==> src/design/chebpe_pkg.sv <==
package chebpe_pkg;

    // Fixed-point format and sizing.
    localparam int FRAC_BITS  = 16;
    localparam int MAX_DEGREE = 32;

    localparam int SAMPLE_W = 32;
    localparam int CFG_W    = 32;
    localparam int DEG_W    = 6;
    localparam int VAL_W    = 48;
    localparam int HALF_W   = VAL_W / 2;
    localparam int PROD_W   = 2 * VAL_W;
    localparam int CNT_W    = $clog2(MAX_DEGREE + 1);
    localparam int ADDR_W   = 4;
    localparam int IDX_W    = 2;

    // Saturation limits and the constant 1.0 in the value format.
    localparam logic signed [VAL_W-1:0] VAL_MAX = {1'b0, {(VAL_W-1){1'b1}}};
    localparam logic signed [VAL_W-1:0] VAL_MIN = {1'b1, {(VAL_W-1){1'b0}}};
    localparam logic signed [VAL_W-1:0] VAL_ONE = VAL_W'(1) << FRAC_BITS;

    // Register reset values.
    localparam logic [CFG_W-1:0] SCALE_RESET = CFG_W'(1) << FRAC_BITS;

    // Register map, word index into the configuration space.
    typedef enum logic [IDX_W-1:0] {
        REG_MAP_OFFSET = 2'd0,
        REG_MAP_SCALE  = 2'd1,
        REG_DEGREE     = 2'd2
    } t_reg_idx;

    // Configuration seen by the datapath.
    typedef struct packed {
        logic signed [CFG_W-1:0] map_offset;
        logic signed [CFG_W-1:0] map_scale;
        logic [DEG_W-1:0]        degree;
    } t_cfg;

    // Request to the shared multiplier.
    typedef struct packed {
        logic start;
        logic dbl;
    } t_mul_req;

    // Status from the shared multiplier.
    typedef struct packed {
        logic done;
        logic ovf;
    } t_mul_rsp;

endpackage

==> src/design/chebpe_regs.sv <==
module chebpe_regs import chebpe_pkg::*; (
    input  logic              i_clk,
    input  logic              i_rst_n,
    input  logic              psel,
    input  logic              penable,
    input  logic              pwrite,
    input  logic [ADDR_W-1:0] paddr,
    input  logic [CFG_W-1:0]  pwdata,
    output logic [CFG_W-1:0]  prdata,
    output logic              pready,
    output t_cfg              o_cfg
);

    logic signed [CFG_W-1:0] r_offset;
    logic signed [CFG_W-1:0] r_scale;
    logic [DEG_W-1:0]        r_degree;
    logic                    wr_en;
    t_reg_idx                idx;

    assign pready = 1'b1;
    assign wr_en  = psel & penable & pwrite;
    assign idx    = t_reg_idx'(paddr[ADDR_W-1:2]);

    // Register writes; an address beyond the map is ignored.
    always_ff @(posedge i_clk) begin
        if (!i_rst_n) begin
            r_offset <= '0;
            r_scale  <= SCALE_RESET;
            r_degree <= '0;
        end else if (wr_en) begin
            case (idx)
                REG_MAP_OFFSET: r_offset <= pwdata;
                REG_MAP_SCALE:  r_scale  <= pwdata;
                REG_DEGREE:     r_degree <= pwdata[DEG_W-1:0];
                default: ;
            endcase
        end
    end

    // Read-back mux.
    always_comb begin
        case (idx)
            REG_MAP_OFFSET: prdata = r_offset;
            REG_MAP_SCALE:  prdata = r_scale;
            REG_DEGREE:     prdata = {{(CFG_W-DEG_W){1'b0}}, r_degree};
            default:        prdata = '0;
        endcase
    end

    assign o_cfg.map_offset = r_offset;
    assign o_cfg.map_scale  = r_scale;
    assign o_cfg.degree     = r_degree;

endmodule

==> src/design/chebpe_mul.sv <==
module chebpe_mul import chebpe_pkg::*; (
    input  logic                    i_clk,
    input  logic                    i_rst_n,
    input  t_mul_req                i_req,
    input  logic signed [VAL_W-1:0] i_a,
    input  logic signed [VAL_W-1:0] i_b,
    output t_mul_rsp                o_rsp,
    output logic signed [VAL_W-1:0] o_p
);

    typedef enum logic [1:0] {
        S_IDLE,
        S_MUL,
        S_RND
    } t_state;

    localparam logic [PROD_W-1:0] HALF_SGL = PROD_W'(1) << (FRAC_BITS - 1);
    localparam logic [PROD_W-1:0] HALF_DBL = PROD_W'(1) << (FRAC_BITS - 2);
    localparam logic [VAL_W-1:0]  NEG_LIM  = VAL_W'(1) << (VAL_W - 1);

    t_state                  r_state, n_state;
    logic [1:0]              r_ph, n_ph;
    logic [VAL_W-1:0]        r_ma, n_ma;
    logic [VAL_W-1:0]        r_mb, n_mb;
    logic                    r_neg, n_neg;
    logic                    r_dbl, n_dbl;
    logic [PROD_W-1:0]       r_acc, n_acc;
    logic signed [VAL_W-1:0] r_p, n_p;
    logic                    r_done, n_done;
    logic                    r_ovf, n_ovf;

    logic [HALF_W-1:0]       a_part;
    logic [HALF_W-1:0]       b_part;
    logic [2*HALF_W-1:0]     pp;
    logic [PROD_W-1:0]       pp_sh;
    logic [PROD_W-1:0]       acc_base;
    logic [PROD_W-1:0]       q;
    logic                    q_hi;
    logic [VAL_W-1:0]        qm;

    // One partial product a cycle: low*low, high*low, low*high, high*high.
    assign a_part = r_ph[0] ? r_ma[VAL_W-1:HALF_W] : r_ma[HALF_W-1:0];
    assign b_part = r_ph[1] ? r_mb[VAL_W-1:HALF_W] : r_mb[HALF_W-1:0];
    assign pp     = a_part * b_part;

    always_comb begin
        case (r_ph)
            2'd0:    pp_sh = PROD_W'(pp);
            2'd3:    pp_sh = PROD_W'(pp) << VAL_W;
            default: pp_sh = PROD_W'(pp) << HALF_W;
        endcase
    end

    // The rounding constant seeds the accumulator with the first product.
    assign acc_base = (r_ph == 2'd0) ? (r_dbl ? HALF_DBL : HALF_SGL) : r_acc;

    // Scale down and check the magnitude against the signed range.
    assign q    = r_dbl ? (r_acc >> (FRAC_BITS - 1)) : (r_acc >> FRAC_BITS);
    assign q_hi = |q[PROD_W-1:VAL_W];
    assign qm   = q[VAL_W-1:0];

    // Sequencer and datapath next values.
    always_comb begin
        n_state = r_state;
        n_ph    = r_ph;
        n_ma    = r_ma;
        n_mb    = r_mb;
        n_neg   = r_neg;
        n_dbl   = r_dbl;
        n_acc   = r_acc;
        n_p     = r_p;
        n_done  = 1'b0;
        n_ovf   = r_ovf;
        case (r_state)
            S_IDLE: begin
                if (i_req.start) begin
                    n_ma    = i_a[VAL_W-1] ? VAL_W'(-i_a) : VAL_W'(i_a);
                    n_mb    = i_b[VAL_W-1] ? VAL_W'(-i_b) : VAL_W'(i_b);
                    n_neg   = i_a[VAL_W-1] ^ i_b[VAL_W-1];
                    n_dbl   = i_req.dbl;
                    n_ph    = 2'd0;
                    n_state = S_MUL;
                end
            end
            S_MUL: begin
                n_acc = acc_base + pp_sh;
                n_ph  = r_ph + 2'd1;
                if (r_ph == 2'd3) begin
                    n_state = S_RND;
                end
            end
            S_RND: begin
                n_ovf = 1'b0;
                if (r_neg) begin
                    if (q_hi || (qm > NEG_LIM)) begin
                        n_p   = VAL_MIN;
                        n_ovf = 1'b1;
                    end else begin
                        n_p = -$signed(qm);
                    end
                end else begin
                    if (q_hi || qm[VAL_W-1]) begin
                        n_p   = VAL_MAX;
                        n_ovf = 1'b1;
                    end else begin
                        n_p = $signed(qm);
                    end
                end
                n_done  = 1'b1;
                n_state = S_IDLE;
            end
            default: n_state = S_IDLE;
        endcase
    end

    always_ff @(posedge i_clk) begin
        if (!i_rst_n) begin
            r_state <= S_IDLE;
            r_done  <= 1'b0;
        end else begin
            r_state <= n_state;
            r_done  <= n_done;
        end
        r_ph  <= n_ph;
        r_ma  <= n_ma;
        r_mb  <= n_mb;
        r_neg <= n_neg;
        r_dbl <= n_dbl;
        r_acc <= n_acc;
        r_p   <= n_p;
        r_ovf <= n_ovf;
    end

    assign o_rsp.done = r_done;
    assign o_rsp.ovf  = r_ovf;
    assign o_p        = r_p;

endmodule

==> src/design/chebyshev_poly_eval_mapped.sv <==
// Channel   Handshake                    Word
// input     i_in_valid / o_in_ready      i_sample, i_last_in
// output    o_out_valid / i_out_ready    o_poly_value, o_overflow, o_last_out
// config    psel/penable/pwrite/pready   paddr, pwdata, prdata
//
// A word reaches the output register after the mapping and the recurrence up to degree d,
// d being the degree clamped to MAX_DEGREE; degree zero skips the mapping. The mapping and each
// recurrence step run on one shared 24x24 unit: issue, four partial products, rounding,
// handback, and one saturating add or subtract. o_in_ready is high only while the sequencer
// is idle, so a word is not accepted before the last has left the sequencer; a stalled output
// holds one word in the output register and the next in the sequencer. Reset is synchronous
// and active low; it returns control state, output valid and configuration to their defaults.
module chebyshev_poly_eval_mapped import chebpe_pkg::*; (
    input  logic                    i_clk,
    input  logic                    i_rst_n,
    input  logic                    i_in_valid,
    output logic                    o_in_ready,
    input  logic signed [SAMPLE_W-1:0] i_sample,
    input  logic                    i_last_in,
    output logic                    o_out_valid,
    input  logic                    i_out_ready,
    output logic signed [VAL_W-1:0] o_poly_value,
    output logic                    o_overflow,
    output logic                    o_last_out,
    input  logic                    psel,
    input  logic                    penable,
    input  logic                    pwrite,
    input  logic [ADDR_W-1:0]       paddr,
    input  logic [CFG_W-1:0]        pwdata,
    output logic [CFG_W-1:0]        prdata,
    output logic                    pready
);

    typedef enum logic [2:0] {
        S_IDLE,
        S_MAP,
        S_MAP_WAIT,
        S_OFFSET,
        S_REC,
        S_REC_WAIT,
        S_SUB,
        S_DONE
    } t_state;

    t_cfg                       cfg;
    t_mul_req                   mul_req;
    t_mul_rsp                   mul_rsp;
    logic signed [VAL_W-1:0]    mul_a;
    logic signed [VAL_W-1:0]    mul_b;
    logic signed [VAL_W-1:0]    mul_p;

    t_state                     r_state, n_state;
    logic signed [SAMPLE_W-1:0] r_x, n_x;
    logic                       r_last, n_last;
    logic [CNT_W-1:0]           r_deg, n_deg;
    logic [CNT_W-1:0]           r_cnt, n_cnt;
    logic signed [VAL_W-1:0]    r_y, n_y;
    logic signed [VAL_W-1:0]    r_tcur, n_tcur;
    logic signed [VAL_W-1:0]    r_tprev, n_tprev;
    logic                       r_ov, n_ov;
    logic                       r_out_valid, n_out_valid;
    logic signed [VAL_W-1:0]    r_out_val, n_out_val;
    logic                       r_out_ov, n_out_ov;
    logic                       r_out_last, n_out_last;

    logic [DEG_W:0]             deg_ext;
    logic [CNT_W-1:0]           deg_clamp;
    logic signed [VAL_W:0]      sum_off;
    logic signed [VAL_W:0]      diff_rec;
    logic                       sum_ovf;
    logic                       diff_ovf;
    logic signed [VAL_W-1:0]    sum_sat;
    logic signed [VAL_W-1:0]    diff_sat;

    chebpe_regs u_regs (
        .i_clk   (i_clk),
        .i_rst_n (i_rst_n),
        .psel    (psel),
        .penable (penable),
        .pwrite  (pwrite),
        .paddr   (paddr),
        .pwdata  (pwdata),
        .prdata  (prdata),
        .pready  (pready),
        .o_cfg   (cfg)
    );

    chebpe_mul u_mul (
        .i_clk   (i_clk),
        .i_rst_n (i_rst_n),
        .i_req   (mul_req),
        .i_a     (mul_a),
        .i_b     (mul_b),
        .o_rsp   (mul_rsp),
        .o_p     (mul_p)
    );

    // Clamp the programmed degree to the supported maximum.
    assign deg_ext   = {1'b0, cfg.degree};
    assign deg_clamp = (deg_ext > (DEG_W+1)'(MAX_DEGREE)) ? CNT_W'(MAX_DEGREE)
                                                          : CNT_W'(deg_ext);

    // Multiplier operands: the affine scale first, then y times the current term.
    assign mul_req.start = (r_state == S_MAP) || (r_state == S_REC);
    assign mul_req.dbl   = (r_state == S_REC);
    assign mul_a = (r_state == S_REC) ? r_y : VAL_W'($signed(cfg.map_scale));
    assign mul_b = (r_state == S_REC) ? r_tcur : VAL_W'(r_x);

    // Saturating add of the offset and saturating subtract of the older term.
    assign sum_off  = {mul_p[VAL_W-1], mul_p} + (VAL_W+1)'($signed(cfg.map_offset));
    assign diff_rec = {mul_p[VAL_W-1], mul_p} - {r_tprev[VAL_W-1], r_tprev};
    assign sum_ovf  = sum_off[VAL_W] ^ sum_off[VAL_W-1];
    assign diff_ovf = diff_rec[VAL_W] ^ diff_rec[VAL_W-1];
    assign sum_sat  = sum_ovf ? (sum_off[VAL_W] ? VAL_MIN : VAL_MAX)
                              : sum_off[VAL_W-1:0];
    assign diff_sat = diff_ovf ? (diff_rec[VAL_W] ? VAL_MIN : VAL_MAX)
                               : diff_rec[VAL_W-1:0];

    // Sequencer: map the sample, then run the recurrence up to the degree.
    always_comb begin
        n_state     = r_state;
        n_x         = r_x;
        n_last      = r_last;
        n_deg       = r_deg;
        n_cnt       = r_cnt;
        n_y         = r_y;
        n_tcur      = r_tcur;
        n_tprev     = r_tprev;
        n_ov        = r_ov;
        n_out_valid = r_out_valid & ~i_out_ready;
        n_out_val   = r_out_val;
        n_out_ov    = r_out_ov;
        n_out_last  = r_out_last;
        case (r_state)
            S_IDLE: begin
                if (i_in_valid) begin
                    n_x     = i_sample;
                    n_last  = i_last_in;
                    n_deg   = deg_clamp;
                    n_tcur  = VAL_ONE;
                    n_ov    = 1'b0;
                    n_state = (deg_clamp == '0) ? S_DONE : S_MAP;
                end
            end
            S_MAP: begin
                n_state = S_MAP_WAIT;
            end
            S_MAP_WAIT: begin
                if (mul_rsp.done) begin
                    n_ov    = r_ov | mul_rsp.ovf;
                    n_state = S_OFFSET;
                end
            end
            S_OFFSET: begin
                n_y     = sum_sat;
                n_tcur  = sum_sat;
                n_tprev = VAL_ONE;
                n_ov    = r_ov | sum_ovf;
                n_cnt   = CNT_W'(2);
                n_state = (r_deg == CNT_W'(1)) ? S_DONE : S_REC;
            end
            S_REC: begin
                n_state = S_REC_WAIT;
            end
            S_REC_WAIT: begin
                if (mul_rsp.done) begin
                    n_ov    = r_ov | mul_rsp.ovf;
                    n_state = S_SUB;
                end
            end
            S_SUB: begin
                n_tprev = r_tcur;
                n_tcur  = diff_sat;
                n_ov    = r_ov | diff_ovf;
                n_cnt   = r_cnt + CNT_W'(1);
                n_state = (r_cnt == r_deg) ? S_DONE : S_REC;
            end
            S_DONE: begin
                // Hand the word to the output register once it is free.
                if (!r_out_valid || i_out_ready) begin
                    n_out_valid = 1'b1;
                    n_out_val   = r_tcur;
                    n_out_ov    = r_ov;
                    n_out_last  = r_last;
                    n_state     = S_IDLE;
                end
            end
            default: n_state = S_IDLE;
        endcase
    end

    always_ff @(posedge i_clk) begin
        if (!i_rst_n) begin
            r_state     <= S_IDLE;
            r_out_valid <= 1'b0;
        end else begin
            r_state     <= n_state;
            r_out_valid <= n_out_valid;
        end
        r_x        <= n_x;
        r_last     <= n_last;
        r_deg      <= n_deg;
        r_cnt      <= n_cnt;
        r_y        <= n_y;
        r_tcur     <= n_tcur;
        r_tprev    <= n_tprev;
        r_ov       <= n_ov;
        r_out_val  <= n_out_val;
        r_out_ov   <= n_out_ov;
        r_out_last <= n_out_last;
    end

    assign o_in_ready   = (r_state == S_IDLE);
    assign o_out_valid  = r_out_valid;
    assign o_poly_value = r_out_val;
    assign o_overflow   = r_out_ov;
    assign o_last_out   = r_out_last;

endmodule
==> config.mk <==
export PLATFORM = sky130hd
export DESIGN_NAME = chebyshev_poly_eval_mapped
export DESIGN_NICKNAME = d
export VERILOG_FILES = /design/src/design/chebpe_pkg.sv /design/src/design/chebpe_regs.sv /design/src/design/chebpe_mul.sv /design/src/design/chebyshev_poly_eval_mapped.sv
export SDC_FILE = /design/constraint.sdc
export NUM_CORES = 2
export LEC_CHECK = 0
export BUFFER_PORTS_ARGS = -buffer_cell sky130_fd_sc_hd__clkbuf_2
export CAP_MARGIN = 15
export CORE_MARGIN = 3
export CORE_UTILIZATION = 42
export DETAILED_ROUTE_END_ITERATION = 8
export GPL_TIMING_DRIVEN = 0
export PLACE_DENSITY_LB_ADDON = 0.15
export SYNTH_ARGS = -nofsm -noshare
export SYNTH_HDL_FRONTEND = slang
export SYNTH_SLANG_ARGS = --single-unit
export TNS_END_PERCENT = 5
==> constraint.sdc <==
create_clock -name i_clk -period 12.1 [get_ports i_clk]
set_clock_uncertainty 0.05 [all_clocks]
set_input_delay 3.63 -clock i_clk [delete_from_list [all_inputs] [get_ports i_clk]]
set_output_delay 3.63 -clock i_clk [all_outputs]
set_load 0.005 [all_outputs]
**Yosys cells after proc, flatten, opt, wreduce, memory -nomap -nowiden**

Cells that the tools add are included.

- Flip-flop bits (word level): 562
- Input port bits: 76
- Output and inout bits: 85

- Add/sub/neg operators: 8
- Multipliers: 1
- $lt $le $gt $ge: 2
- Eq/ne operators: 21
- Multiplexer cells: 45
- Bitwise gates (word level): 10
- Reduce and logical (&&, ||, !) cells: 27

Operators by type and width:

| kind | number |
|---|---|
| 48-bit 2-to-1 mux | 10 |
| 96-bit case mux with 2 select lines | 1 |
| 48-bit negation | 3 |
| 48-bit case mux with 3 select lines | 1 |
| 96-bit adder | 1 |
| 96-bit 2-to-1 mux | 1 |
| 32-bit case mux with 3 select lines | 1 |
| 48-bit case mux with 2 select lines | 1 |
| 47-bit 2-to-1 mux | 2 |
| 81-bit 2-to-1 mux | 1 |
| 48-bit by 32-bit adder with 49-bit output | 1 |
| 48-bit by 48-bit subtractor with 49-bit output | 1 |
| 48-bit > comparator (second input constant) | 1 |
| 24-bit by 24-bit multiplier with 48-bit output | 1 |
| 24-bit 2-to-1 mux | 2 |
| 48-bit OR reduction | 1 |
| 3-bit case mux with 8 select lines | 1 |
| 2-bit AND reduction | 9 |
| 16-bit 2-to-1 mux | 1 |
| 3-bit 2-to-1 mux | 5 |
| 3-bit equality test (second input constant) | 4 |
| 6-bit case mux with 2 select lines | 1 |
| 2-bit 2-to-1 mux | 5 |
| 1-bit 2-to-1 mux | 8 |
| 29 further kinds | 51 |

**Longest topological paths before layout**

- Depth after elaboration: 6
- Depth in mapped cells: 44
- Depth with buffers taken out: 40

**By module**

A second synthesis with hierarchy kept.

- Cells, all modules: 6199
- Area total of the unflattened synthesis: 57471.4 um^2

Modules (own cells, without submodules):

| module | times used | cells each | area each (um^2) | seq. area each (um^2) |
|---|---|---|---|---|
| chebpe_mul | 1 | 4250 | 37907.6 | 7417.1 |
| chebyshev_poly_eval_mapped | 1 | 1603 | 16399.5 | 7287.0 |
| chebpe_regs | 1 | 346 | 3164.3 | 1401.3 |

**Least setup slack after synthesis**

Ideal clock, no wire load.

- Kind: reg-to-reg
- Start point: reg r_state[0]
- End point: reg u_mul.r_state[0]
- Arrival: 10746 ps
- Required time: 11950 ps
- Path slack: 1204 ps
- Stages on the path, launching flop included: 5
- Path buffers: 1
- Clock period less this slack: 10896 ps
- Cells stage by stage: dfxtp_1 -> clkbuf_1 -> xnor2_1 -> nor4_1 -> o21a_1

- Cells in the longest elaborated chain, start to end: 4
- Elaborated cells between the ends (all ways): 5

RTL lines:

| what | line | RTL |
|---|---|---|
| start: declaration | chebyshev_poly_eval_mapped.sv:52 | `t_state r_state, n_state;` |
| start signal: assignment | chebyshev_poly_eval_mapped.sv:197 | `r_state <= n_state;` |
| 3-bit by 1-bit equality test with 1-bit output or 3-bit equality test (tied branches) | chebyshev_poly_eval_mapped.sv:104 | `assign mul_req.start = (r_state == S_MAP) \|\| (r_state == S_REC);` |
| 1-bit logical OR (*) | chebyshev_poly_eval_mapped.sv:104 |  |
| 2-bit inequality test (no line) (*) | n/a |  |
| 2-bit AND reduction (no line) (*) | n/a |  |
| end signal: assignment | chebpe_mul.sv:121 | `r_state <= n_state;` |
| end: declaration | chebpe_mul.sv:21 | `t_state r_state, n_state;` |

Every way passes the cells marked *; elsewhere a longest branch is shown, timed or not.
A chain may end at the register's enable or synchronous reset.

**Worst setup path after layout**

- Start point: reg u_mul.r_ph[0]
- End point: reg u_mul.r_acc[94] (data pin)

- Cells in the longest elaborated chain, start to end: 4
- Elaborated cells between the ends (all ways): 7

RTL lines:

| what | line | RTL |
|---|---|---|
| start: declaration | chebpe_mul.sv:22 | `logic [1:0] r_ph, n_ph;` |
| start signal: assignment | chebpe_mul.sv:124 | `r_ph <= n_ph;` |
| 24-bit 2-to-1 mux | chebpe_mul.sv:42 | `assign a_part = r_ph[0] ? r_ma[VAL_W-1:HALF_W] : r_ma[HALF_W-1:0];` |
| 24-bit by 24-bit multiplier with 48-bit output | chebpe_mul.sv:44 | `assign pp = a_part * b_part;` |
| 96-bit case mux with 2 select lines | chebpe_mul.sv:47 | `case (r_ph)` |
| 96-bit adder (*) | chebpe_mul.sv:86 | `n_acc = acc_base + pp_sh;` |
| end signal: assignment | chebpe_mul.sv:129 | `r_acc <= n_acc;` |
| end: declaration | chebpe_mul.sv:27 | `logic [PROD_W-1:0] r_acc, n_acc;` |

Marks and branches as above.

==> results.md <==
* Initial core utilization at 42.5%
* Mean Syn Cell Area at 9.04 µm²
* Total wire length at 223000 µm
* CP Capture Type: flip-flop
* Clock root buffer: clkbuf_16
* Share of the yosys chip area belonging to registers at 27.8%
* Placed inst area at 61300 µm²
* CTS H-tree depth at 3
* Sequential Area at 16100 µm²
* Post-synth top area share at 25.1%
* CTS Sinks at 561
* Antenna viol nets, final at 0
* Residual DRC at 0
* Post-Syn Area at 57800 µm²
* Post-synth top area cell: edfxtp_1
* Die ar. at 142000 µm²
* Yosys warns at 0
* Die Width at 377 µm
* Vias in the first global route at 48.0k
* Non-filler cells, final at 8514
* RSZ-0062 raised after global routing: yes
* Worst Path Arrival at 12210 ps
* Synth unique cells at 118
* Top FF cell, synth: edfxtp_1
* Cells after DPL at 8371
* CP Max Fanout at 10
* Fmax at 84.3 MHz
* Layout cells sized above 1 at 9.75%
* Vias per inst at 5.81
* First-pass GRT wire length at 327000 µm
* Type of the most critical hold path: reg -> reg
* Flops & latches, synth at 561
* Synth area leaders: edfxtp_1 25%, fa_1 17%, ha_1 8.0%, nand2_1 4.9%, inv_1 4.6%
* Rows at 135
* Total number of vias at 49.5k
* Iter 0 DRT Violations at 5292
* Most frequent cells in the layout: 755 x nand2_1, 701 x inv_1, 617 x nor2_1
* Max clock buf depth at 3
* Final Critical Period at 11860 ps
* Mapped Cells at 6398
* Rel. slew slack at 22.2%
* Post-route cell area at 64800 µm²
* Most common cell after layout, fill and taps aside: nand2_1
* WL/cell at 26.2 µm
* Top-Level Pins at 161
* EDFF count, synth at 484
* Max Cap Viol at 0
* Worst Path Required at 12450 ps
* Antenna violations before repair at 6
* Die height at 377 µm
* Routability congestion estimate at 0.999
* Total Routing Usage GR at 31.2%
* Slowest CP cell: fa_1
* IO Port Bufs at 155
* DRT Pass-1 Iters at 6
* Final nets at 7607
* Kind of critical path: reg -> reg
* Final hold vios at 0
* # setup viols final at 0
* Final core occ at 47.6%
* Slew Limit Fails at 0
* Worst-path clk slew at 60 ps
* Remaining Overflow, GRT at 0
* Final period util at 98.0%
* Fill count at 13.2k
* CTS Buf Count at 70
* Clock latency on the worst-skew pair at 720 ps
* DP Wirelength at 186000 µm
* Crit path top cell by count: fa_1
* Largest net degree at the start of global routing at 67
* Area of the multi-input gates at 38600 µm²
* Core box area at 136000 µm²
* Status: finished clean
* Async set-or-reset flop fraction in the synthesized netlist at 0%
* Slowest stage delay, CP at 610 ps
* Tightest Pin Transition at 1160 ps
* Area grow syn2layout at 12.1%
* TritonCTS clock tree: done
* Startpoint Class: flip-flop
-- cells by family after synthesis --
| group | share of synthesized area (%) |
|---|---|
| multiplexers | 4.09 |
| AO/OA/AOI/OAI | 14.2 |
| AND/OR/NAND/NOR | 17.3 |
| flip-flops | 27.8 |
| XOR/XNOR | 4.91 |
| buffers and inverters | 6.89 |
| adder cells (fa/ha/maj) | 24.8 |
| other | 0.00648 |
-- worst max-delay path: cells and delay by family (launching register included) --
family / cells / cell delay (ps)
flip-flops: 1 / 430
buffers and inverters: 8 / 1020
AND/OR/NAND/NOR: 8 / 1660
AO/OA/AOI/OAI: 11 / 2990
adder cells (fa/ha/maj): 9 / 4680
XOR/XNOR: 2 / 340
multiplexers: 1 / 380
-- cells in the mapped netlist (42+ instances only) --
cell type  instances
edfxtp_1         484
xnor2_1          173
nand2b_1          42
fa_1             485
inv_1            702
nor2_1           621
and3_1            84
and2_1            65
o21bai_1          53
xor2_1           151
dfxtp_1           77
nor2b_1          156
nand4_1           61
a21boi_0          74
nand3_1           80
o21ai_0          234
clkbuf_1         261
nand2_1          756
mux2_2            56
a21o_1           137
ha_1             371
nor3_1           107
nor4_1            43
a21oi_1          355
a31oi_1           42
mux2i_1          172
-- layout make-up --
type                            count  share of cell area, %
Inverter                          704                   4.09
Tap cell                         1781                   3.44
Multi-Input combinational cell   4817                   59.5
Clock buffer                       82                   2.78
Antenna cell                        2                0.00772
Sequential cell                   561                   24.8
Timing Repair Buffer              215                   2.17
Clock inverter                     46                  0.849
Buffer                            306                   2.40
-- flip-flops by register name, summed over array words and instances, names as in the netlist, 32 cells and up --
register	cells
u_mul.r_acc	95
o_poly_value	48
r_tcur	48
r_tprev	48
r_y	48
u_mul.o_p	48
u_mul.r_ma	48
u_mul.r_mb	48
r_x	32
u_regs.r_offset	32
u_regs.r_scale	32
-- per-layer routing --
layer	part of all wire (%)	vias up	GRT usage, %
li1	-	22400	-
met1	45	24700	45.6
met2	43	2133	46.8
met3	9.3	280	6.41
met4	2.9	0	8.73
met5	0	-	0
-- worst paths after layout --
| path | startpoint | to | slack (ps) | depth (start not counted) |
|---|---|---|---|---|
| setup reg to reg | u_mul.r_ph[0]$_SDFFCE_PN0P_ | u_mul.r_acc[94]$_DFFE_PP_ | 240 | 39 |
| hold / removal | r_last$_DFFE_PP_ | o_last_out$_DFFE_PP_ | 380 | 0 |
| setup / recovery | u_mul.r_ph[0]$_SDFFCE_PN0P_ | u_mul.r_acc[94]$_DFFE_PP_ | 240 | 39 |
| hold reg to reg | r_last$_DFFE_PP_ | o_last_out$_DFFE_PP_ | 380 | 0 |
-- metrics by stage --
stage / setup TNS [ps] / setup WS, ps / hold slack (ps)
CTS: 0 / 71.7 / 380
finish: 0 / 240 / 375
global placement: -380190 / -3090 / 356
detailed placement: -80920 / -2250 / 365
floorplan: 0 / 1200 / 350
global route: -106 / -40.0 / 400
-- what timing repair did --
| item | CTS | global route |
|---|---|---|
| hold buffers | 0 | 0 |
| buffers inserted | 8 | 15 |
| pin swaps | 2 | 4 |
| setup endpoints to repair | 66 | 26 |
| gates resized for setup | 187 | 90 |
| gates cloned | 0 | 0 |
Power is not shown: default switching activity piles up to over one toggle a cycle in this logic, so the estimate is an artifact.
